[config.mk]
export PLATFORM = sky130hd
export DESIGN_NAME = dedup_double_ended_work_queue_unit
export DESIGN_NICKNAME = d
export VERILOG_FILES = /design/src/hw/rtl/ddwq_pkg.sv /design/src/hw/rtl/dedup_double_ended_work_queue_unit.sv
export SDC_FILE = /design/constraint.sdc
export NUM_CORES = 1
export LEC_CHECK = 0
export BUFFER_PORTS_ARGS = -buffer_cell sky130_fd_sc_hd__buf_2
export CAP_MARGIN = 20
export CELL_PAD_IN_SITES_DETAIL_PLACEMENT = 1
export CELL_PAD_IN_SITES_GLOBAL_PLACEMENT = 2
export CORE_UTILIZATION = 46
export CTS_CLUSTER_DIAMETER = 150
export DETAILED_ROUTE_END_ITERATION = 12
export HOLD_SLACK_MARGIN = 0.02
export PLACE_DENSITY = 0.82
export SLEW_MARGIN = 20
export SYNTH_ARGS = -nofsm -noshare
export SYNTH_HDL_FRONTEND = slang
export SYNTH_SLANG_ARGS = --single-unit
[constraint.sdc]
create_clock -name clk -period 3.8 [get_ports clk]
set_clock_uncertainty 0.15 [all_clocks]
set_input_delay 0 -clock clk [delete_from_list [all_inputs] [get_ports clk]]
set_output_delay 0 -clock clk [all_outputs]
set_load 0.02 [all_outputs]
[src/hw/rtl/ddwq_pkg.sv]
`default_nettype none
package ddwq_pkg;

	// Queue geometry; DEPTH must be a power of two so the ring pointers wrap naturally.
	localparam int DEPTH    = 64;
	localparam int ID_WIDTH = 16;
	localparam int PTR_W    = $clog2(DEPTH);
	localparam int CNT_W    = $clog2(DEPTH + 1);

	// Field widths on the stream ports
	localparam int CMD_W      = 3;
	localparam int ID_FIELD_W = 16;
	localparam int STAT_W     = 2;
	localparam int OUT_PACK_W = ID_FIELD_W + STAT_W + CNT_W;
	localparam int OUT_DATA_W = ((OUT_PACK_W + 7) / 8) * 8;

	// Command codes
	localparam logic [CMD_W-1:0] CMD_UNIQ_BACK  = 3'd0;
	localparam logic [CMD_W-1:0] CMD_UNIQ_FRONT = 3'd1;
	localparam logic [CMD_W-1:0] CMD_BACK       = 3'd2;
	localparam logic [CMD_W-1:0] CMD_FRONT      = 3'd3;
	localparam logic [CMD_W-1:0] CMD_POP        = 3'd4;
	localparam logic [CMD_W-1:0] CMD_CLEAR      = 3'd5;

	// Status codes
	localparam logic [STAT_W-1:0] STAT_OK    = 2'd0;
	localparam logic [STAT_W-1:0] STAT_DUP   = 2'd1;
	localparam logic [STAT_W-1:0] STAT_FULL  = 2'd2;
	localparam logic [STAT_W-1:0] STAT_EMPTY = 2'd3;

endpackage
`default_nettype wire

[src/hw/rtl/dedup_double_ended_work_queue_unit.sv]
// Channel   Dir  tdata                                   tuser
// s_axis    in   item_id[15:0]                           command[2:0]
// m_axis    out  popped_id[15:0] status[17:16]           popped_valid[0]
//                entry_count[24:18], zero above
//
// One command at a time. A unique push scans the queue through the single
// comparator, one stored entry per cycle. Plain pushes go through EXEC to OUT;
// pops go through POP_RD and POP_DONE for the registered RAM read; clear,
// pop on empty and unused codes go straight from IDLE to OUT.
// s_axis_tready is high only while idle; a stalled result parks the sequencer.
// Reset (arst_n, asynchronous) empties the queue; the entry RAM is not cleared.
`default_nettype none
module dedup_double_ended_work_queue_unit import ddwq_pkg::*; (
	input  logic                  clk,
	input  logic                  arst_n,
	input  logic                  s_axis_tvalid,
	output logic                  s_axis_tready,
	input  logic [ID_FIELD_W-1:0] s_axis_tdata,  // item_id
	input  logic [CMD_W-1:0]      s_axis_tuser,  // command
	output logic                  m_axis_tvalid,
	input  logic                  m_axis_tready,
	output logic [OUT_DATA_W-1:0] m_axis_tdata,  // popped_id, status, entry_count
	output logic [0:0]            m_axis_tuser   // popped_valid
);

	localparam logic [2:0] ST_IDLE     = 3'd0;
	localparam logic [2:0] ST_SCAN     = 3'd1;
	localparam logic [2:0] ST_EXEC     = 3'd2;
	localparam logic [2:0] ST_POP_RD   = 3'd3;
	localparam logic [2:0] ST_POP_DONE = 3'd4;
	localparam logic [2:0] ST_OUT      = 3'd5;

	logic [2:0]            state_q;
	logic [CMD_W-1:0]      cmd_q;
	logic [ID_WIDTH-1:0]   id_q;
	logic [PTR_W-1:0]      head_q;
	logic [CNT_W-1:0]      occ_q;
	logic [CNT_W-1:0]      issue_q;
	logic                  rd_pend_q;
	logic [ID_WIDTH-1:0]   rd_data_q;
	logic [ID_WIDTH-1:0]   res_popped_q;
	logic                  res_pvalid_q;
	logic [STAT_W-1:0]     res_status_q;
	logic                  m_valid_q;
	logic [OUT_DATA_W-1:0] m_data_q;
	logic                  m_user_q;

	logic [ID_WIDTH-1:0]   mem [DEPTH];

	logic [PTR_W-1:0]      raddr;
	logic [PTR_W-1:0]      waddr;
	logic                  mem_we;
	logic                  is_front;
	logic                  is_full;
	logic                  out_load;

	assign s_axis_tready = (state_q == ST_IDLE);
	assign m_axis_tvalid = m_valid_q;
	assign m_axis_tdata  = m_data_q;
	assign m_axis_tuser  = m_user_q;

	// Decode push direction and fullness
	assign is_front = (cmd_q == CMD_UNIQ_FRONT) || (cmd_q == CMD_FRONT);
	assign is_full  = (occ_q == CNT_W'(DEPTH));
	assign out_load = (state_q == ST_OUT) && (!m_valid_q || m_axis_tready);

	// Select the RAM addresses: scan walks from the head, pop reads the head
	always_comb begin
		raddr = head_q;
		if (state_q == ST_SCAN) begin
			raddr = head_q + issue_q[PTR_W-1:0];
		end
		waddr  = is_front ? (head_q - PTR_W'(1)) : (head_q + occ_q[PTR_W-1:0]);
		mem_we = (state_q == ST_EXEC) && !is_full;
	end

	// Entry RAM: one write port, one registered read port
	always_ff @(posedge clk) begin
		if (mem_we) begin
			mem[waddr] <= id_q;
		end
		rd_data_q <= mem[raddr];
	end

	// Sequencer
	always_ff @(posedge clk or negedge arst_n) begin
		if (!arst_n) begin
			state_q      <= ST_IDLE;
			head_q       <= '0;
			occ_q        <= '0;
			issue_q      <= '0;
			rd_pend_q    <= 1'b0;
			cmd_q        <= CMD_UNIQ_BACK;
			id_q         <= '0;
			res_popped_q <= '0;
			res_pvalid_q <= 1'b0;
			res_status_q <= STAT_OK;
		end else begin
			unique case (state_q)
				ST_IDLE: begin
					if (s_axis_tvalid) begin
						cmd_q        <= s_axis_tuser;
						id_q         <= s_axis_tdata[ID_WIDTH-1:0];
						issue_q      <= '0;
						rd_pend_q    <= 1'b0;
						res_popped_q <= '0;
						res_pvalid_q <= 1'b0;
						res_status_q <= STAT_OK;
						unique case (s_axis_tuser)
							CMD_UNIQ_BACK, CMD_UNIQ_FRONT: state_q <= ST_SCAN;
							CMD_BACK, CMD_FRONT:           state_q <= ST_EXEC;
							CMD_POP: begin
								if (occ_q == '0) begin
									res_status_q <= STAT_EMPTY;
									state_q      <= ST_OUT;
								end else begin
									state_q <= ST_POP_RD;
								end
							end
							CMD_CLEAR: begin
								head_q  <= '0;
								occ_q   <= '0;
								state_q <= ST_OUT;
							end
							default: state_q <= ST_OUT;
						endcase
					end
				end
				ST_SCAN: begin
					// compare the entry read last cycle, issue the next read
					priority if (rd_pend_q && (rd_data_q == id_q)) begin
						res_status_q <= STAT_DUP;
						state_q      <= ST_OUT;
					end else if (issue_q < occ_q) begin
						issue_q   <= issue_q + CNT_W'(1);
						rd_pend_q <= 1'b1;
					end else if (!rd_pend_q) begin
						state_q <= ST_EXEC;
					end else begin
						rd_pend_q <= 1'b0;
					end
				end
				ST_EXEC: begin
					if (is_full) begin
						res_status_q <= STAT_FULL;
					end else begin
						if (is_front) begin
							head_q <= head_q - PTR_W'(1);
						end
						occ_q <= occ_q + CNT_W'(1);
					end
					state_q <= ST_OUT;
				end
				ST_POP_RD: begin
					state_q <= ST_POP_DONE;
				end
				ST_POP_DONE: begin
					res_popped_q <= rd_data_q;
					res_pvalid_q <= 1'b1;
					head_q       <= head_q + PTR_W'(1);
					occ_q        <= occ_q - CNT_W'(1);
					state_q      <= ST_OUT;
				end
				ST_OUT: begin
					if (out_load) begin
						state_q <= ST_IDLE;
					end
				end
				default: state_q <= ST_IDLE;
			endcase
		end
	end

	// Output register valid: set on load, drop after transfer
	always_ff @(posedge clk or negedge arst_n) begin
		if (!arst_n) begin
			m_valid_q <= 1'b0;
		end else if (out_load) begin
			m_valid_q <= 1'b1;
		end else if (m_axis_tready) begin
			m_valid_q <= 1'b0;
		end
	end

	// Output register payload
	always_ff @(posedge clk) begin
		if (out_load) begin
			m_data_q <= OUT_DATA_W'({occ_q, res_status_q, ID_FIELD_W'(res_popped_q)});
			m_user_q <= res_pvalid_q;
		end
	end

endmodule
`default_nettype wire

==> results.txt, run 1 <==
Core ar. = 0.102 mm^2
Final Hold Violating Endpoints = 0
Total CTS buffers = 118
FF/Latch Area = 0.0334 mm^2
Routed vias/inst = 6.16
DR WL/cell = 29.0 um
Final Setup Violations = 0
Commonest cells in the netlist = 1050 x edfxtp_1, 681 x nand2_1, 195 x nand3_1
Worst slew pin tran = 993 ps
Pre-antenna DRT Iters = 5
Hold Path Depth = 4
Clk sinks = 1128
Synthesis-to-layout area growth = 21.1%
Overall Power = 54.9 mW
Maximum clock path buffer count = 3
Crit-path max FO = 14
Peak VDD IR = 0.000627 V
First-pass GRT wire length = 221000 um
Worst R2R Path Depth = 15
PD cells = 955 mW/mm^2
Leakage power = 20.0 nW
Largest net degree at the start of global routing = 94
Final period utilization = 0.998
Layout Utilization = 0.564
Cell area after synthesis = 0.0475 mm^2
Number of routed nets with antenna violations = 0
Port buffer count = 50
Fillers = 9773
Vias in the first global route = 33768
Num rows = 117
Max cap viols = 0
Main area contributors after synthesis = edfxtp_1 66%, nand2_1 5.4%, dfrtp_1 3.3%
Async SR Flop Fraction = 0.0550
Avg Inst Size Synth = 13.7 um^2
# IOs = 58
Yosys reg bits = 1128
Count leader, synth = edfxtp_1
DR iter-0 viols = 3095
Worst EP required = 4300 ps
Max Clk Rate = 0.264 GHz
Worst setup SP type = flip-flop
HPWL Detailed = 90400 um
Critical Path Sink Type = flip-flop
Die Wd = 323 um
Final Routed Wirelength = 153000 um
Slew HR = 0.338
Sequential share of the synthesized area = 0.703
EDFF count, synth = 1050
Clk_lat worst skew = 710 ps
Initial core utilization = 0.465
Largest area contributor in the netlist = edfxtp_1
Crit path launch = issue_q[0]
Initial antenna violation count = 4
Ratio of cells with drive above 1 in the final layout = 0.187
Worst path arrival time = 4290 ps
Yosys warnings = 0
Area of the multi-input gates = 0.0138 mm^2
Worst-path clk slew = 60 ps
Synth Flop Type = edfxtp_1
Gr usage total = 0.289
Die area = 0.105 mm^2
CTS tree = yes
Mapped Cells = 3476
Fin nets = 3846
H-tree levels = 3
Setup TNS = 0 ps
Status = complete, no violations
Yosys cell types = 81
GP Congestion = 0.928
Clk root buf = clkbuf_16
Hold WC Path Type = in -> reg
Die Span Y = 323 um
Hold Startpoint = s_axis_tuser[2]
Crit path time final = 3790 ps
Reg2Reg Launch Point = issue_q[0]
Via count = 32432
DRC Markers = 0
Crit Path Class = reg -> reg
Final-report max-slew violation count = 0
Synth top area share = 0.664
Total congestion overflow = 0
-- worst max-delay path, stage by stage, from the launching register on --
cell       delay (ps)
dfrtp_1           410
ha_4              160
inv_2              40
fa_1              530
nand4bb_1         170
buf_4             190
o21ai_4           130
buf_4             280
buf_4             230
nand2_1            60
and3_1            180
a31oi_1           340
a2111oi_4         150
nor4_1            350
buf_4             170
and3_1            170
-- final timing paths --
kind | endpoint | slack [ps]
setup / recovery | rd_data_q[9] | 6
min in group asynchronous | occ_q[4] | 280
hold reg to reg | m_axis_tdata[2] | 320
max in group asynchronous | id_q[2] | 2960
hold / removal | state_q[2] | 100
setup reg to reg | rd_data_q[9] | 6
-- flip-flops by register name (all words and copies together) (netlist names), 3 cells and up --
name	cells
mem	1024
m_axis_tdata	25
id_q	16
rd_data_q	16
res_popped_q	16
issue_q	7
occ_q	7
head_q	6
state_q	3
-- power by group --
part / internal (mW) / leakage [nW] / switching, mW
registers: 15.8 / 10.4 / 0.684
clock network: 6.87 / 1.92 / 4.90
logic: 10.1 / 7.65 / 16.6
total: 32.7 / 20.0 / 22.2
-- logic make-up after synthesis --
group                    Yosys count  share of synthesized area
XOR/XNOR                          34                    0.00706
AND/OR/NAND/NOR                 1278                      0.121
adder cells (fa/ha/maj)           27                    0.00759
other                              1                  0.0000790
flip-flops                      1128                      0.703
multiplexers                     157                     0.0423
buffers and inverters            269                     0.0256
AO/OA/AOI/OAI                    582                     0.0928
-- timing repair --
item	CTS	global route
endpoints found under the hold margin	74	0
setup buffers	13	21
endpoints found under the setup margin	14	16
pin swaps	7	28
resized for setup	58	101
cloned	5	4
hold buffers	62	0
-- layer usage --
metal  wire length, um  up-vias  global-route usage
met5                21        -                   0
met4              6300        4               0.128
met3             10400      296              0.0355
met2             74600     1303               0.479
met1             61400    16849               0.381
li1                  -    13980                   -
-- through the flow --
step | hold WS (ps) | area (um^2) | instances | worst slack [ps]
final | 96.2 | 57500 | 5269 | 5.78
after global routing | 133 | 57500 | 5267 | -140
after CTS | 68.5 | 56600 | 5242 | -48.2
after detailed placement | 53.3 | 51500 | 4939 | -577
after global placement | 47.2 | 51500 | 4939 | -381
after floorplan | -446 | 47500 | 3482 | 528
-- placed cells by master, fill, tap and decap left out, types with 27 or more instances in the layout --
cell type         n
edfxtp_1       1050
nand2_1         681
buf_4           213
nand3_1         195
nor2_1          145
and3_1          136
clkbuf_16       125
mux2i_1         102
buf_12           79
a21oi_1          74
a311oi_1         62
o21ai_0          61
dlygate4sd3_1    61
a221oi_1         56
buf_2            50
a211oi_1         47
dfrtp_1          46
inv_1            34
o211ai_1         34
mux4_2           33
a31oi_1          31
clkinv_1         27
-- layout make-up --
class,count,share of cell area
Inverter,36,0.00235
Clock inverter,68,0.0117
Sequential cell,1128,0.581
Clock buffer,155,0.0564
Timing Repair Buffer,427,0.0791
Antenna cell,2,0.0000870
Multi-Input combinational cell,2085,0.239
Tap cell,1368,0.0298
(Power assumes the default switching activity.)
==> inputs of run 2 (changes only) <==
--- a/config.mk
+++ b/config.mk
@@ -9,12 +9,13 @@
 export CAP_MARGIN = 20
 export CELL_PAD_IN_SITES_DETAIL_PLACEMENT = 1
 export CELL_PAD_IN_SITES_GLOBAL_PLACEMENT = 2
+export CORE_MARGIN = 2
 export CORE_UTILIZATION = 46
 export CTS_CLUSTER_DIAMETER = 150
 export DETAILED_ROUTE_END_ITERATION = 12
 export HOLD_SLACK_MARGIN = 0.02
 export PLACE_DENSITY = 0.82
-export SLEW_MARGIN = 20
+export REMOVE_ABC_BUFFERS = 1
 export SYNTH_ARGS = -nofsm -noshare
 export SYNTH_HDL_FRONTEND = slang
 export SYNTH_SLANG_ARGS = --single-unit
==> results.txt, run 2 (synthesis gave the netlist of run 1 again) <==
Total net switching power = 21.9 mW (-1.6%)
Largest net degree at the start of global routing = 85 (-9.6%)
Commonest cells after routing, fill and taps aside = 1050 x edfxtp_1, 681 x nand2_1, 252 x buf_4, 195 x nand3_1, 148 x nor2_1
Failing checks = setup timing
Die Wd = 325 um (+0.62%)
Final Setup Violations = 5 (+5)
CTS tree = yes
First-pass GRT wire length = 226000 um (+2.1%)
Int Power = 31.5 mW (-3.7%)
Worst EP required = 4050 ps (-250 ps)
Max cap viols = 0 (unchanged)
H-tree levels = 3 (unchanged)
Final period utilization = 1.00 (+0.00428)
Clk_lat worst skew = 730 ps (+20 ps)
Crit Path Class = reg -> reg
GP Congestion = 0.894 (-3.6%)
Fin nets = 3837 (-0.23%)
Critical Path Sink Type = flip-flop
Clk root buf = clkbuf_16
Ratio of cells with drive above 1 in the final layout = 0.176 (-0.0111)
Worst-path clk slew = 60 ps (about the same)
Initial core utilization = 0.465 (unchanged)
Hold WC Path Type = in -> reg
Peak VDD IR = 0.000714 V (+14%)
Fillers = 9777 (+0.041%)
Max Clk Rate = 0.262 GHz (-0.43%)
DR iter-0 viols = 3443 (+11%)
Gr usage total = 0.286 (-0.00222)
Status = finished with violations
Final-report max-slew violation count = 0 (unchanged)
Synthesis-to-layout area growth = 18.7%
DR WL/cell = 29.5 um (+1.7%)
Reg power frac = 0.308 (+0.008)
Worst path arrival time = 4060 ps (-230 ps)
Number of routed nets with antenna violations = 0 (unchanged)
Total congestion overflow = 0 (unchanged)
Maximum clock path buffer count = 3 (unchanged)
Die area = 0.106 mm^2 (+1.2%)
Leakage power = 19.7 nW (-1.8%)
Vias in the first global route = 33739 (-0.086%)
Num rows = 117 (unchanged)
Worst setup SP type = flip-flop
Core ar. = 0.102 mm^2 (unchanged)
Most common cell after layout, fill and taps aside = edfxtp_1
Clk sinks = 1128 (unchanged)
Pre-CTS setup slack = -839 ps (-262 ps)
Total CTS buffers = 116 (-1.7%)
Final Routed Wirelength = 155000 um (+1.3%)
Max FFs per register = 1024 (unchanged)
Via count = 32883 (+1.4%)
Worst slew pin tran = 1020 ps (+28.5 ps)
Crit-path max FO = 15 (+1)
Switching part of the total = 0.410 (+0.00523)
Logic pwr share = 0.478 (-0.008)
Crit path time final = 3810 ps (+16.3 ps)
PD cells = 947 mW/mm^2 (-0.84%)
Setup slack after layout = -10.5 ps (-16.3 ps)
Clock share of power = 0.214 (about the same)
Initial antenna violation count = 7 (+3)
Pre-antenna DRT Iters = 5 (unchanged)
Die Span Y = 325 um (+0.62%)
DRC Markers = 0 (unchanged)
Routed vias/inst = 6.26 (+1.7%)
Hold slack = 111 ps (+14.4 ps)
# IOs = 58 (unchanged)
Slew HR = 0.319 (-0.0190)
HPWL Detailed = 93000 um (+2.8%)
Port buffer count = 50 (unchanged)
Reg with most FFs = mem
Final Hold Violating Endpoints = 0 (unchanged)
-- run 2: cell types whose count changed in the layout (fill, tap and decap cells not counted), sizes merged --
cell,change
buf,-7
clkbuf,-6
clkinv,-1
clkinvlp,+5
bufbuf,-2
bufinv,-4
diode,-1
inv,-1
-- run 2: metrics by stage --
| stage | power (mW) | area [um^2] | util | instances | setup TNS, ps |
|---|---|---|---|---|---|
| after floorplan | 25.5 | 46400 | - | 3249 | -192150 |
| after global placement | 38.5 | 51000 | 0.500 | 4941 | -6080 |
| after detailed placement | 39.3 | 51000 | 0.500 | 4942 | -5760 |
| after CTS | 51.8 | 55800 | 0.547 | 5224 | 0 |
| after global routing | 55.5 | 56400 | 0.552 | 5251 | -236 |
| final | 53.4 | 56400 | 0.552 | 5252 | -34.4 |
-- run 2: area by class of cell --
cell class	count	area, um^2	area share
Clock inverter	67	591	0.0105
Multi-Input combinational cell	2085	13400	0.237
Sequential cell	1128	33400	0.593
Clock buffer	147	3210	0.0570
Tap cell	1368	1710	0.0304
Timing Repair Buffer	420	3920	0.0696
Inverter	36	135	0.00240
Antenna cell	1	2.50	0.0000444
-- run 2: worst paths after layout --
path	from	endpoint	slack, ps	cells after the start
min in group asynchronous	arst_n	id_q[12]	220	4
setup reg to reg	head_q[0]	mem[6][0]	-10	12
max in group asynchronous	arst_n	issue_q[6]	2860	4
setup / recovery	head_q[0]	mem[6][0]	-10	12
hold reg to reg	res_status_q[0]	m_axis_tdata[16]	310	0
hold / removal	s_axis_tuser[2]	state_q[2]	110	4
-- run 2: routing by layer --
layer,up-vias,wire length (um),GRT usage
met4,4,5220,0.107
met1,17160,63200,0.390
met2,1513,73600,0.461
met3,258,12600,0.0498
li1,13948,-,-
met5,-,24,0
-- run 2: worst max-delay path: stages, from the launching register on --
cell and delay (ps):
dfrtp_1 380, buf_4 170, ha_1 230, fa_1 400
a21o_1 170, a21oi_1 190, xnor2_1 120, nand2_1 110
o21ai_0 140, nor2_1 320, nand2_1 330, nor2_1 510
buf_12 230
-- run 2: power groups by stage --
stage               combinational, mW  clock (mW)  sequential (mW)
finish                           25.5        11.4             16.4
global route                     27.0        12.0             16.5
CTS                              23.9        11.5             16.4
detailed placement               22.7           0             16.6
global placement                 21.8           0             16.6
floorplan                        8.30           0             17.2
-- run 2: repair_timing --
action	CTS	global route
gates cloned	3	6
hold endpoints to repair	104	0
endpoints found under the setup margin	16	106
hold buffers	62	0
pin swaps	3	14
buffers inserted	3	22
gates resized for setup	37	51
